--- src/rtl/core/u8cf_pkg.sv ---
// Shared types and constants for the UTF-8 stream decoder with case mapping.
package u8cf_pkg;

   localparam int QUEUE_DEPTH = 2;
   localparam int QUEUE_PTR_W = $clog2(QUEUE_DEPTH);
   localparam int QUEUE_CNT_W = $clog2(QUEUE_DEPTH + 1);

   localparam logic [15:0] STAR_UNIT = 16'h002A;

   typedef enum logic [1:0] {
      STATUS_OK      = 2'd0,
      STATUS_WIDE    = 2'd1,
      STATUS_INVALID = 2'd2
   } status_type;

   localparam logic [1:0] CASE_NONE  = 2'd0;
   localparam logic [1:0] CASE_LOWER = 2'd1;
   localparam logic [1:0] CASE_UPPER = 2'd2;

   typedef struct packed {
      logic [15:0] code_unit;
      logic [1:0]  status;
      logic [1:0]  seq_length;
   } unit_type;

   typedef struct packed {
      logic valid;
      logic full;
   } queue_ctrl_type;

endpackage

--- src/rtl/core/u8cf_front.sv ---
// Front part: accepts stream bytes and assembles decoded code units.
module u8cf_front
   import u8cf_pkg::*;
(
   input  logic     clock,
   input  logic     reset,
   input  logic     req_valid,
   output logic     req_stall,
   input  logic [7:0] req_in_byte,
   input  logic     queue_full,
   output logic     push,
   output unit_type push_data
);

   logic [1:0]  remain_ff, remain_in;
   logic [1:0]  total_ff, total_in;
   logic [15:0] partial_ff, partial_in;
   logic [15:0] folded;
   logic        accept;
   logic        emit;

   assign req_stall = queue_full;
   assign accept    = req_valid && !queue_full;
   assign folded    = {partial_ff[9:0], 6'b0} + {8'b0, req_in_byte} - 16'h0080;

   always_comb begin
      remain_in  = remain_ff;
      total_in   = total_ff;
      partial_in = partial_ff;
      emit       = 1'b0;
      push_data  = '{code_unit: STAR_UNIT, status: STATUS_INVALID, seq_length: 2'd1};
      if (remain_ff != 2'd0) begin
         partial_in = folded;
         remain_in  = remain_ff - 2'd1;
         emit       = (remain_ff == 2'd1);
         push_data  = '{code_unit: folded, status: STATUS_OK, seq_length: total_ff};
      end else begin
         case (req_in_byte) inside
            [8'h00:8'h7F]: begin
               total_in  = 2'd1;
               emit      = 1'b1;
               push_data = '{code_unit: {8'b0, req_in_byte}, status: STATUS_OK,
                             seq_length: 2'd1};
            end
            [8'hC0:8'hDF]: begin
               partial_in = {11'b0, req_in_byte[4:0]};
               remain_in  = 2'd1;
               total_in   = 2'd2;
            end
            [8'hE0:8'hEF]: begin
               partial_in = {12'b0, req_in_byte[3:0]};
               remain_in  = 2'd2;
               total_in   = 2'd3;
            end
            [8'hF0:8'hFD]: begin
               total_in  = 2'd1;
               emit      = 1'b1;
               push_data = '{code_unit: STAR_UNIT, status: STATUS_WIDE, seq_length: 2'd1};
            end
            default: begin
               total_in  = 2'd1;
               emit      = 1'b1;
            end
         endcase
      end
   end

   assign push = accept && emit;

   always_ff @(posedge clock) begin
      if (reset) begin
         remain_ff <= 2'd0;
         total_ff  <= 2'd0;
      end else if (accept) begin
         remain_ff <= remain_in;
         total_ff  <= total_in;
      end
   end

   always_ff @(posedge clock) begin
      if (accept) begin
         partial_ff <= partial_in;
      end
   end

endmodule

--- src/rtl/core/u8cf_queue.sv ---
// Short queue of decoded units between the front and back parts.
module u8cf_queue
   import u8cf_pkg::*;
(
   input  logic           clock,
   input  logic           reset,
   input  logic           push,
   input  unit_type       push_data,
   input  logic           pop,
   output queue_ctrl_type ctrl,
   output unit_type       pop_data
);

   unit_type                mem [QUEUE_DEPTH];
   logic [QUEUE_PTR_W-1:0]  wr_ptr_ff, rd_ptr_ff;
   logic [QUEUE_CNT_W-1:0]  count_ff, count_in;

   assign ctrl.valid = (count_ff != '0);
   assign ctrl.full  = (count_ff == QUEUE_CNT_W'(QUEUE_DEPTH));
   assign pop_data   = mem[rd_ptr_ff];

   always_comb begin
      count_in = count_ff;
      if (push && !pop) begin
         count_in = count_ff + 1'b1;
      end else if (pop && !push) begin
         count_in = count_ff - 1'b1;
      end
   end

   always_ff @(posedge clock) begin
      if (reset) begin
         wr_ptr_ff <= '0;
         rd_ptr_ff <= '0;
         count_ff  <= '0;
      end else begin
         count_ff <= count_in;
         if (push) begin
            wr_ptr_ff <= (wr_ptr_ff == QUEUE_PTR_W'(QUEUE_DEPTH - 1)) ? '0 : wr_ptr_ff + 1'b1;
         end
         if (pop) begin
            rd_ptr_ff <= (rd_ptr_ff == QUEUE_PTR_W'(QUEUE_DEPTH - 1)) ? '0 : rd_ptr_ff + 1'b1;
         end
      end
   end

   always_ff @(posedge clock) begin
      if (push) begin
         mem[wr_ptr_ff] <= push_data;
      end
   end

endmodule

--- src/rtl/core/u8cf_back.sv ---
// Back part: applies the case mapping and holds the result register.
module u8cf_back
   import u8cf_pkg::*;
(
   input  logic           clock,
   input  logic           reset,
   input  logic [1:0]     case_mode,
   input  queue_ctrl_type ctrl,
   input  unit_type       pop_data,
   output logic           pop,
   output logic           rsp_valid,
   input  logic           rsp_stall,
   output logic [15:0]    rsp_code_unit,
   output logic [1:0]     rsp_status,
   output logic [1:0]     rsp_seq_length
);

   function automatic logic [15:0] map_lower(input logic [15:0] u);
      logic odd;
      odd = u[0];
      if (u inside {[16'h0041:16'h005A], [16'h00C0:16'h00DE]}) begin
         return u + 16'h0020;
      end else if ((u inside {[16'h0100:16'h0137], [16'h014A:16'h0177]} && !odd) ||
                   (u inside {[16'h0139:16'h0148], [16'h0179:16'h017E]} && odd)) begin
         return u + 16'h0001;
      end else if (u == 16'h0178) begin
         return 16'h00FF;
      end
      return u;
   endfunction

   function automatic logic [15:0] map_upper(input logic [15:0] u);
      logic odd;
      odd = u[0];
      if (u inside {[16'h0061:16'h007A], [16'h00E0:16'h00FE]}) begin
         return u - 16'h0020;
      end else if ((u inside {[16'h0100:16'h0137], [16'h014A:16'h0177]} && odd) ||
                   (u inside {[16'h0139:16'h0148], [16'h0179:16'h017E]} && !odd)) begin
         return u - 16'h0001;
      end else if (u == 16'h00FF) begin
         return 16'h0178;
      end
      return u;
   endfunction

   logic        valid_ff;
   unit_type    out_ff, out_in;

   assign pop = ctrl.valid && (!valid_ff || !rsp_stall);

   always_comb begin
      out_in = pop_data;
      case (case_mode)
         CASE_LOWER: out_in.code_unit = map_lower(pop_data.code_unit);
         CASE_UPPER: out_in.code_unit = map_upper(pop_data.code_unit);
         default:    out_in.code_unit = pop_data.code_unit;
      endcase
   end

   always_ff @(posedge clock) begin
      if (reset) begin
         valid_ff <= 1'b0;
      end else if (pop) begin
         valid_ff <= 1'b1;
      end else if (!rsp_stall) begin
         valid_ff <= 1'b0;
      end
   end

   always_ff @(posedge clock) begin
      if (pop) begin
         out_ff <= out_in;
      end
   end

   assign rsp_valid      = valid_ff;
   assign rsp_code_unit  = out_ff.code_unit;
   assign rsp_status     = out_ff.status;
   assign rsp_seq_length = out_ff.seq_length;

endmodule

--- src/rtl/core/utf8_stream_decoder_case_fold.sv ---
// Top level of the UTF-8 byte stream decoder with optional Latin case mapping.
//
// The request channel takes one UTF-8 byte per transfer on req_in_byte.
// The response channel gives one 16-bit code unit with its status and the
// number of bytes it consumed. A lead byte of a two- or three-byte sequence
// gives no response; the last byte of the sequence does.
// The front part decodes the byte in the cycle of its transfer and writes
// the unit into a two-entry queue; the back part maps the case and loads the
// output register. rsp_valid rises once the unit has been written into the
// queue and then loaded into the output register. One byte is taken every
// cycle while the response side keeps up.
// When the receiver stalls, the output register holds, the queue fills and
// req_stall rises once both queue entries are taken.
// csr_wr_data selects no change, lower or upper case. The user must write it
// with csr_wr_en only while no unit is in flight; the block does not check it.
// Reset clears the decode state, empties the queue and output register, and
// sets the case mode to no change.
module utf8_stream_decoder_case_fold
   import u8cf_pkg::*;
(
   input  logic        clock,
   input  logic        reset,
   input  logic        req_valid,
   output logic        req_stall,
   input  logic [7:0]  req_in_byte,
   output logic        rsp_valid,
   input  logic        rsp_stall,
   output logic [15:0] rsp_code_unit,
   output logic [1:0]  rsp_status,
   output logic [1:0]  rsp_seq_length,
   input  logic        csr_wr_en,
   input  logic [1:0]  csr_wr_data
);

   logic           [1:0] case_mode_ff;
   logic           push;
   logic           pop;
   unit_type       push_data;
   unit_type       pop_data;
   queue_ctrl_type ctrl;

   always_ff @(posedge clock) begin
      if (reset) begin
         case_mode_ff <= CASE_NONE;
      end else if (csr_wr_en) begin
         case_mode_ff <= csr_wr_data;
      end
   end

   u8cf_front u_front (
      .clock       (clock),
      .reset       (reset),
      .req_valid   (req_valid),
      .req_stall   (req_stall),
      .req_in_byte (req_in_byte),
      .queue_full  (ctrl.full),
      .push        (push),
      .push_data   (push_data)
   );

   u8cf_queue u_queue (
      .clock     (clock),
      .reset     (reset),
      .push      (push),
      .push_data (push_data),
      .pop       (pop),
      .ctrl      (ctrl),
      .pop_data  (pop_data)
   );

   u8cf_back u_back (
      .clock          (clock),
      .reset          (reset),
      .case_mode      (case_mode_ff),
      .ctrl           (ctrl),
      .pop_data       (pop_data),
      .pop            (pop),
      .rsp_valid      (rsp_valid),
      .rsp_stall      (rsp_stall),
      .rsp_code_unit  (rsp_code_unit),
      .rsp_status     (rsp_status),
      .rsp_seq_length (rsp_seq_length)
   );

   a_no_push_when_full: assert property (@(posedge clock) disable iff (reset)
      !(push && ctrl.full && !pop))
      else $error("Unit written into a full queue.");

   a_pop_only_when_valid: assert property (@(posedge clock) disable iff (reset)
      pop |-> ctrl.valid)
      else $error("Unit read from an empty queue.");

   a_error_is_star: assert property (@(posedge clock) disable iff (reset)
      (rsp_valid && rsp_status != STATUS_OK) |->
         (rsp_code_unit == STAR_UNIT && rsp_seq_length == 2'd1))
      else $error("Error transfer without a single-byte star unit.");

   a_ascii_stays_ascii: assert property (@(posedge clock) disable iff (reset)
      (rsp_valid && rsp_status == STATUS_OK && rsp_seq_length == 2'd1) |->
         (rsp_code_unit[15:7] == 9'd0))
      else $error("Single-byte unit left the ASCII range.");

endmodule

--- config.mk ---
export PLATFORM = sky130hd
export DESIGN_NAME = utf8_stream_decoder_case_fold
export DESIGN_NICKNAME = d
export VERILOG_FILES = /design/src/rtl/core/u8cf_pkg.sv /design/src/rtl/core/u8cf_front.sv /design/src/rtl/core/u8cf_queue.sv /design/src/rtl/core/u8cf_back.sv /design/src/rtl/core/utf8_stream_decoder_case_fold.sv
export SDC_FILE = /design/constraint.sdc
export NUM_CORES = 1
export LEC_CHECK = 0
export ABC_AREA = 1
export BUFFER_PORTS_ARGS = -buffer_cell sky130_fd_sc_hd__buf_2
export CAP_MARGIN = 20
export CORE_MARGIN = 5
export CORE_UTILIZATION = 57
export CTS_CLUSTER_DIAMETER = 150
export DETAILED_ROUTE_END_ITERATION = 10
export GPL_TIMING_DRIVEN = 0
export PLACE_DENSITY = 0.73
export SETUP_SLACK_MARGIN = 0.02
export SYNTH_ARGS = -nofsm -noshare
export SYNTH_HDL_FRONTEND = slang
export SYNTH_SLANG_ARGS = --single-unit
--- constraint.sdc ---
create_clock -name clock -period 5.45 [get_ports clock]
set_clock_uncertainty 0.1 [all_clocks]
set_input_delay 0.8175 -clock clock [delete_from_list [all_inputs] [get_ports clock]]
set_output_delay 0.8175 -clock clock [all_outputs]
set_load 0.01 [all_outputs]
==> results of run 1 <==
-- per-stage QoR --
step	utilization, %	instance area, um2	power [W]
after floorplan	-	5837	0.002227
after global placement	61.03	6187	0.002652
after detailed placement	61.37	6222	0.002701
after CTS	63.45	6432	0.003169
after global routing	63.52	6440	0.003398
final	63.52	6440	0.003164
-- state kept, by name (all words and copies together), names as in the netlist, named ones only --
register / flops
u_front.remain_ff: 2
case_mode_ff: 2
u_front.total_ff: 2
u_front.partial_ff: 10
u_back.rsp_status: 2
u_queue.mem: 40
u_queue.wr_ptr_ff: 1
u_back.rsp_code_unit: 16
u_back.rsp_valid: 1
u_queue.count_ff: 2
u_queue.rd_ptr_ff: 1
u_back.rsp_seq_length: 2
-- how the worst min path moves through the flow --
stage / cells past startpoint / endpoint / from / slack [ns]
3_3_place_gp: 1 / u_queue.rd_ptr_ff / u_queue.rd_ptr_ff / 0.34
3_5_place_dp: 1 / flip-flop / u_queue.rd_ptr_ff / 0.35
5_1_grt: 1 / flip-flop / u_queue.rd_ptr_ff / 0.40
2_1_floorplan: 1 / flip-flop / u_queue.rd_ptr_ff / 0.33
6_report: 1 / u_queue.rd_ptr_ff / u_queue.rd_ptr_ff / 0.36
4_1_cts: 1 / u_queue.rd_ptr_ff / u_queue.rd_ptr_ff / 0.37
-- cells by family after synthesis --
kind of cell,count (synthesis),share of synthesized area [%]
AOI/OAI and AO/OA,66,6.581
xor gates and xnor gates,10,1.501
adders and majority gates,22,4.845
buffers and inverters,100,7.824
DFF,82,40.13
and+or+nand+nor,461,39.12
-- final cells by class --
class                   count  area share [%]
multi-input cells         559           47.25
flip-flops and latches     82           36.37
inverters                  79           4.682
repair buffers             39           3.381
well taps                 136           2.642
plain buffers              21           2.409
clock buffers              10           2.137
clock inverters             6           1.127
-- routing by layer --
layer  share of wire [%]  wire length (um)  track usage [%]
met1                  39              5784            28.92
met2                  52              7683            43.47
met3                 6.2               929            3.657
met4                 3.3               496            9.976
met5                   0                 0                0
-- where the power goes --
| group | leakage, nW | switching (W) | internal, W |
|---|---|---|---|
| logic | 2.07 | 0.00121 | 0.000530 |
| clock network | 0.109 | 0.000233 | 0.000231 |
| registers | 0.762 | 0.0000500 | 0.000911 |
-- layout by cell type (no fill, tap or decap), drive strengths merged --
master   netlist  layout
o21a           1       1
o2bb2ai        1       1
and2           1       1
nor3          13      13
ha            21      21
o211ai         1       1
a31oi          2       2
o21ai         23      23
dfxtp         12      12
xnor2          2       2
nand3         73      73
nor2          86      86
buf           16      55
xor2           8       8
o21bai         3       3
or2            4       4
clkinv         0       2
inv           79      82
edfxtp        70      70
clkbuf         5      15
a32oi          3       3
a31o           1       1
fa             1       1
nand3b         4       4
bufinv         0       1
a21oi         29      29
a22oi          1       1
nand2        261     261
nand4         19      19
a211oi         1       1
-- worst max-delay path, stage by stage, from the launching register on --
cell,delay [ns]
dfxtp_1,0.33
buf_6,0.14
inv_4,0.05
buf_6,0.14
nand2_1,0.06
nand2_1,0.11
inv_1,0.14
buf_2,0.31
ha_1,0.33
nand3_1,0.18
inv_1,0.12
nand2_1,0.09
nand2_1,0.07
nand2_1,0.05
nand2_1,0.14
nand2_2,0.14
inv_4,0.16
nand3_1,0.08
nand2_1,0.11
nand2_1,0.06
nand3_1,0.08
nand2_1,0.08
nand2_1,0.06
o21ai_1,0.08
==> results.cfg, run 1 <==
[job]
drv_cap = 0

[layout]
drive_gt1_share_pct = 20.48
multi_input_area_um2 = 3043
syn_to_final_growth_pct = 10.33
final_cells = 932
antenna_cells = 0
ff_latch_area_um2 = 2342
n_fill_cell = 882
final_nets = 828

[placement]
placedCellCount = 915
portBuffers = 36
place_hpwl_um = 11480
gp_congestion = 0.9472
pre_cts_slack_ns = 1.975

[clock_network]
cts_tree = yes
root_buffer = clkbuf_8
hold_buffers = 0
cts_repair_resize_count = 0
cts-buffers-inserted = 9
cts.path.max_buffers = 2
clkTransAtPathRegs_ns = 0.09
clock-sinks = 82
post_cts_buffers = 0
htreeDepth = 3
clk_latency_ns = 0.35

[floorplanning]
initial_core_util_pct = 57.57
rows = 37
top_level_ports = 37
dieHeight_um = 111.2
die_w_um = 111.2
core_um2 = 10140
die_area_um2 = 12360

[synth]
netlist.area_leader.share_pct = 36.01
syn_inst = 741
netlist_area_um2 = 5837
async_flop_share_pct = 0
synth_commonest_cells = 215 x nand2_1, 70 x edfxtp_1, 70 x nor2_1, 67 x inv_1, 63 x nand3_1
synth_area_leader_cell = edfxtp_1
synth.most_common_cell = nand2_1
synth_edf_count = 70
synth_area_leaders = edfxtp_1 36%, nand2_1 14%, nand3_1 5.4%
yosysWarningCount = 0
yosysSeqAreaShare_pct = 40.13
synth_ff_type = edfxtp_1
synthesis.nets = 778
syn_avg_cell_area_um2 = 7.877
ys_types = 44
ys_ff_latch = 82

[grt]
overflow = 0
grt_pass1_vias = 4960
antenna_found_initial = 0
track_usage_pct = 24.26
grt_max_degree = 24
grt_pass1_wl_um = 24320

[setup_path]
worst_setup_path_end_kind = flip-flop
worstPathRequired_ns = 5.45
start_kind = flip-flop
r2r_slack_ns = 2.00
critPathMaxFanout = 11
ff2ff_path_depth = 23
crit_arrival_ns = 3.45
critPathKind = flip-flop to flip-flop
r2r-end = u_back.rsp_code_unit[4]
endpoint = u_back.rsp_code_unit[4]

[timing]
drv_slew = 0
min_period_over_period_pct = 63.39
whs_ns = 0.3629
worstMarginPinSlew_ns = 0.8025
grt_setup_unrepaired = false
min_period_ns = 3.455
layout_setup_ws_ns = 1.995
finalSetupViolCount = 0
hold_viol = 0
fmax_ghz = 0.2895
final.setup.tns_ns = 0
slew_headroom_pct = 46.44

[power_and_ir_drop]
p_leak_nw = 2.937
cellPowerDensity_nw_per_um2 = 491.3
ir_worst_vdd_uv = 364.2

[detailed_routing]
routed_via_density = 5.489
ant_nets = 0
drt_iter0_drc = 319
wl_um = 14890
drcViolationCount = 0
drtPass1Iterations = 5
vias = 5116
drt-wirelength-per-cell_um = 15.98

[run_status]
status = completed

[worst_hold_path]
holdCritPathClass = flip-flop to flip-flop
(Power assumes the default switching activity.)
==> run 2, diff against run 1 <==
--- a/config.mk
+++ b/config.mk
@@ -9,11 +9,11 @@
 export BUFFER_PORTS_ARGS = -buffer_cell sky130_fd_sc_hd__buf_2
 export CAP_MARGIN = 20
 export CORE_MARGIN = 5
-export CORE_UTILIZATION = 57
+export CORE_UTILIZATION = 56
 export CTS_CLUSTER_DIAMETER = 150
 export DETAILED_ROUTE_END_ITERATION = 10
 export GPL_TIMING_DRIVEN = 0
-export PLACE_DENSITY = 0.73
+export PLACE_DENSITY = 0.74
 export SETUP_SLACK_MARGIN = 0.02
 export SYNTH_ARGS = -nofsm -noshare
 export SYNTH_HDL_FRONTEND = slang
==> constraint.sdc (replaced) <==
create_clock -name clock -period 3.1 [get_ports clock]
set_clock_uncertainty 0.1 [all_clocks]
set_input_delay 0.465 -clock clock [delete_from_list [all_inputs] [get_ports clock]]
set_output_delay 0.465 -clock clock [all_outputs]
set_load 0.01 [all_outputs]
==> run 2 against run 1 <==
  * First-iteration DRC count rose by 16%
  * Register-to-register slack got worse by 1.8 ns
  * Wire length rose by 1.6%
  * Utilization rose by 1.3 points
  * Clock power rose by 91%
  * Combinational power rose by 87%
  * Die area rose by 1.6%
  * Final area rose by 3.0%
  * Clock-buffer cell count fell by 1
  * Largest cell class unchanged
  * Largest power group unchanged
  * Highest routed layer unchanged
==> results.cfg, run 2 (synthesis results as in run 1) <==
[layout]
final_nets = 835
final_common_cell = nand2_1
n_fill_cell = 892
syn_to_final_growth_pct = 13.65
top_register = u_queue.mem
fin_util_pct = 64.84
largest_reg_flops = 40
drive_gt1_share_pct = 23.16
antenna_cells = 0
fin_area_um2 = 6634
layout_common_cells = 211 x nand2_1, 70 x edfxtp_1, 66 x nor2_1

[run_status]
status = completed

[detailed_routing]
ant_nets = 0
wl_met3_um = 870
drt_iter0_drc = 371
wl_met2_um = 7877
wl_um = 15140
routed_via_density = 5.538
dr.max_layer_used = met4
drtPass1Iterations = 5
vias = 5200
drcViolationCount = 0
met1_length_um = 5975
drt-wirelength-per-cell_um = 16.12

[grt]
grt_pass1_vias = 5095
antenna_found_initial = 0
grt_pass1_wl_um = 24580
grt_max_degree = 24
overflow = 0
track_usage_pct = 24.04

[placement]
place_hpwl_um = 11460
portBuffers = 36
gp_congestion = 0.9976
place_area_um2 = 6222

[timing]
drv_slew = 0
finalSetupViolCount = 0
worstMarginPinSlew_ns = 0.8413
min_period_over_period_pct = 94.36
grt_setup_unrepaired = true
min_period_ns = 2.925
hold_viol = 0
fmax_ghz = 0.3419
slew_headroom_pct = 43.85

[setup_path]
crit_family = simple AND/OR/NAND/NOR gates
critPathKind = flip-flop to flip-flop
r2r_slack_ns = 0.17
path_cells = buf_6, inv_4, buf_6, nand2_1, nand2_4, inv_4, buf_8, ha_4, nand3_2, inv_2, nand2_1, nand2_1, nand2_1, nand2_1, nand2_2, inv_4, nand3_4, nor2_4, nor2_2, nand2_1, nand2_1, nand2_1, nand2_1
slowest_delay_ns = 0.34
worst_setup_path_end_kind = flip-flop
critPathSlowestCell = dfxtp_1
crit_arrival_ns = 2.94
worstPathRequired_ns = 3.11
critPathMaxFanout = 11
start_kind = flip-flop
cp_num_buf_inv = 7
crit_top_cell = nand2_1

[power_and_ir_drop]
p_leak_nw = 2.983
ir_worst_vdd_uv = 563.3
cellPowerDensity_nw_per_um2 = 879.4
p_total_w = 0.005834

[floorplanning]
die_area_um2 = 12560
dieHeight_um = 112.1
die_w_um = 112.1
initial_core_util_pct = 57.05
rows = 37
top_level_ports = 37
core_um2 = 10230

[clock_network]
cts.path.max_buffers = 2
clkTransAtPathRegs_ns = 0.09
hold_buffers = 0
clock-sinks = 82
htreeDepth = 3
clk_latency_ns = 0.35
cts_tree = yes
cts-buffers-inserted = 9
root_buffer = clkbuf_8

[worst_hold_path]
holdCritPathClass = primary input to flip-flop

[job]
drv_cap = 0
-- run 2: worst paths after layout --
kind                startpoint                       end  cells past startpoint
min             req_in_byte[0]     u_front.partial_ff[0]                      1
min reg2reg  u_queue.rd_ptr_ff         u_queue.rd_ptr_ff                      1
max reg2reg          flip-flop  u_back.rsp_code_unit[15]                     23
max                  flip-flop  u_back.rsp_code_unit[15]                     23
-- run 2: stage by stage --
| step | setup slack, ns | cells | setup TNS, ns | hold slack, ns |
|---|---|---|---|---|
| after detailed placement | -0.1978 | 915 | -1.471 | 0.3502 |
| after global routing | -0.003850 | 939 | -0.003850 | 0.2072 |
| after floorplan | 0.3412 | 741 | 0 | 0.3255 |
| after global placement | -0.2140 | 913 | -1.399 | 0.3346 |
| after CTS | 0.04910 | 931 | 0 | 0.2083 |
| final | 0.1749 | 939 | 0 | 0.2242 |
-- run 2: worst reg2reg max path, delay by kind of cell, from the launching register on --
kind / cells / cell delay [ns]
AND/OR/NAND/NOR: 15 / 1.28
buffers and inverters: 7 / 0.82
flip-flops: 1 / 0.34
adder cells (fa/ha/maj): 1 / 0.17
-- run 2: timing repair --
action / CTS / global route
setup endpoints to repair: 11 / 15
resized for setup: 6 / 26
buffers inserted: 0 / 6
pin swaps: 0 / 2
gates cloned: 0 / 1
-- run 2: power by group --
group / internal, W / switching, W
combinational: 0.00105 / 0.00221
sequential: 0.00160 / 0.0000862
clock: 0.000469 / 0.000416
total: 0.00312 / 0.00271
-- run 2: cell type report --
type / count / area, um2 / share of cell area, %
timing repair buffer: 45 / 262.8 / 3.961
tap: 136 / 170.2 / 2.565
buffer: 21 / 178.9 / 2.697
timing repair inverter: 1 / 5.005 / 0.07544
inverter: 79 / 306.5 / 4.621
clock inverter: 7 / 107.6 / 1.622
clock buffer: 9 / 123.9 / 1.867
multi-input combinational: 559 / 3137 / 47.28
sequential: 82 / 2342 / 35.31
-- run 2: layer usage --
layer,vias to the layer above,track usage (%)
met5,-,0
met3,37,3.881
met4,0,8.413
met2,185,44.26
met1,2417,28.25
li1,2561,-
==> run 3, diff against run 2 <==
--- a/config.mk
+++ b/config.mk
@@ -8,12 +8,13 @@
 export ABC_AREA = 1
 export BUFFER_PORTS_ARGS = -buffer_cell sky130_fd_sc_hd__buf_2
 export CAP_MARGIN = 20
+export CORE_ASPECT_RATIO = 1.25
 export CORE_MARGIN = 5
 export CORE_UTILIZATION = 56
 export CTS_CLUSTER_DIAMETER = 150
 export DETAILED_ROUTE_END_ITERATION = 10
 export GPL_TIMING_DRIVEN = 0
-export PLACE_DENSITY = 0.74
+export PLACE_DENSITY = 0.77
 export SETUP_SLACK_MARGIN = 0.02
 export SYNTH_ARGS = -nofsm -noshare
 export SYNTH_HDL_FRONTEND = slang
==> run 3 against run 2 <==
  * Sequential cell count unchanged
  * First-iteration DRC count decreased by 26%
  * Clock power increased by 20%
  * Final area increased by 0.62%
  * Wire length increased by 0.13%
  * Sequential power about the same
  * Critical endpoint is now u_back.rsp_code_unit[8]
==> results.cfg, run 3 (synthesis results as in run 1) <==
[floorplanning]
core_um2 = 10160
dieHeight_um = 124.1
initial_core_util_pct = 57.46
die_w_um = 101.3
top_level_ports = 37
rows = 41
die_area_um2 = 12580

[worst_hold_path]
holdCritPathClass = primary input to flip-flop
hold_path.startpoint = req_in_byte[0]

[layout]
largest_reg_flops = 40
layout_common_cells = 210 x nand2_1, 70 x edfxtp_1, 66 x inv_1
syn_to_final_growth_pct = 14.36
top_register = u_queue.mem
fin_util_pct = 65.72
final_common_cell = nand2_1
final_cells = 931
antenna_cells = 0
final_nets = 834
drive_gt1_share_pct = 23.07

[timing]
hold_viol = 0
slew_headroom_pct = 28.09
final.setup.tns_ns = 0
min_period_over_period_pct = 95.44
fmax_ghz = 0.3380
worstMarginPinSlew_ns = 1.079
drv_slew = 0
finalSetupViolCount = 0
grt_setup_unrepaired = true
min_period_ns = 2.959
whs_ns = 0.2310

[grt]
overflow = 0
met1_usage_pct = 25.72
grt_max_degree = 24
met2_usage_pct = 43.74
antenna_found_initial = 0
grt_pass1_wl_um = 23480
gr-usage-met3_pct = 4.034
track_usage_pct = 24.44
grt-busiest-layer = met2
grt_pass1_vias = 4958

[detailed_routing]
drt_iter0_drc = 275
wl_um = 15160
ant_nets = 0
drcViolationCount = 0
drtPass1Iterations = 5
vias = 5166
drt-wirelength-per-cell_um = 16.28
routed_via_density = 5.549

[clock_network]
cts.path.max_buffers = 2
cts-buffers-inserted = 9
cts_tree = yes
clk_latency_ns = 0.35
clkTransAtPathRegs_ns = 0.07
clock-sinks = 82
hold_buffers = 0
htreeDepth = 3
root_buffer = clkbuf_16

[power_and_ir_drop]
p_total_w = 0.005997
cellPowerDensity_nw_per_um2 = 898.5
ir_worst_vdd_uv = 607.4
p_leak_nw = 3.022

[setup_path]
worstPathRequired_ns = 3.11
critPathMaxFanout = 11
worst_setup_path_end_kind = flip-flop
crit_arrival_ns = 2.97
start_kind = flip-flop
critPathKind = flip-flop to flip-flop

[placement]
placedCellCount = 908
portBuffers = 36
gp_congestion = 0.9968
place_hpwl_um = 11580

[job]
drv_cap = 0

[run_status]
status = completed
==> run 3: layout make-up <==
class                           instances  area [um2]
Inverter                               79       306.5
Tap cell                              129       161.4
Multi-Input combinational cell        559        3115
Timing Repair inverter                  1       7.507
Clock inverter                          7       81.33
Sequential cell                        82        2342
Buffer                                 21       180.2
Fill cell                             854        3482
Clock buffer                            9       225.2
Timing Repair Buffer                   44       255.2
==> run 3: what timing repair did <==
item	4_1_cts	5_1_grt
cloned	0	1
setup endpoints to repair	13	13
resized for setup	5	27
pin swaps	0	1
buffers inserted	0	6
==> run 3: final timing paths <==
| kind | endpoint | slack, ns | cells after the start |
|---|---|---|---|
| worst max-delay path | u_back.rsp_code_unit[8] | 0.14 | 23 |
| worst min register to register | u_queue.rd_ptr_ff | 0.36 | 1 |
| worst max register to register | u_back.rsp_code_unit[8] | 0.14 | 23 |
| worst min-delay path | u_front.partial_ff[0] | 0.23 | 1 |
==> run 3: report_power, final <==
group | leakage [nW] | switching [W] | internal (W)
combinational | 2.11 | 0.00221 | 0.00103
clock | 0.150 | 0.000489 | 0.000574
sequential | 0.762 | 0.0000863 | 0.00160
total | 3.02 | 0.00279 | 0.00321
==> run 3: layer usage <==
| metal | part of all wire (%) | vias up |
|---|---|---|
| li1 | - | 2560 |
| met1 | 36 | 2342 |
| met2 | 52 | 200 |
| met3 | 5.9 | 64 |
| met4 | 6.8 | 0 |
| met5 | 0 | - |
==> run 3: worst max-delay path, stage by stage, from the launching register on <==
cell and delay, ns:
dfxtp_1 0.32, buf_6 0.13, inv_4 0.05, buf_6 0.14, nand2_1 0.11, nand2_4 0.10
inv_4 0.09, buf_8 0.15, ha_4 0.18, nand3_2 0.11, inv_1 0.12, nand2_1 0.08
nand2_1 0.08, nand3_1 0.07, nand3_1 0.12, nand2_2 0.13, inv_2 0.12, nand3_2 0.13
nor2_1 0.11, nor2_1 0.04, nand2_1 0.06, nand2_1 0.05, nand2_1 0.06, nand2_1 0.05
==> run 3: metrics by stage <==
stage / setup WS [ns] / instance area (um2)
after floorplan: 0.3412 / 5837
after global placement: -0.1146 / 6178
after detailed placement: -0.1626 / 6213
after CTS: 0.01673 / 6534
after global routing: -0.008826 / 6675
final: 0.1415 / 6675
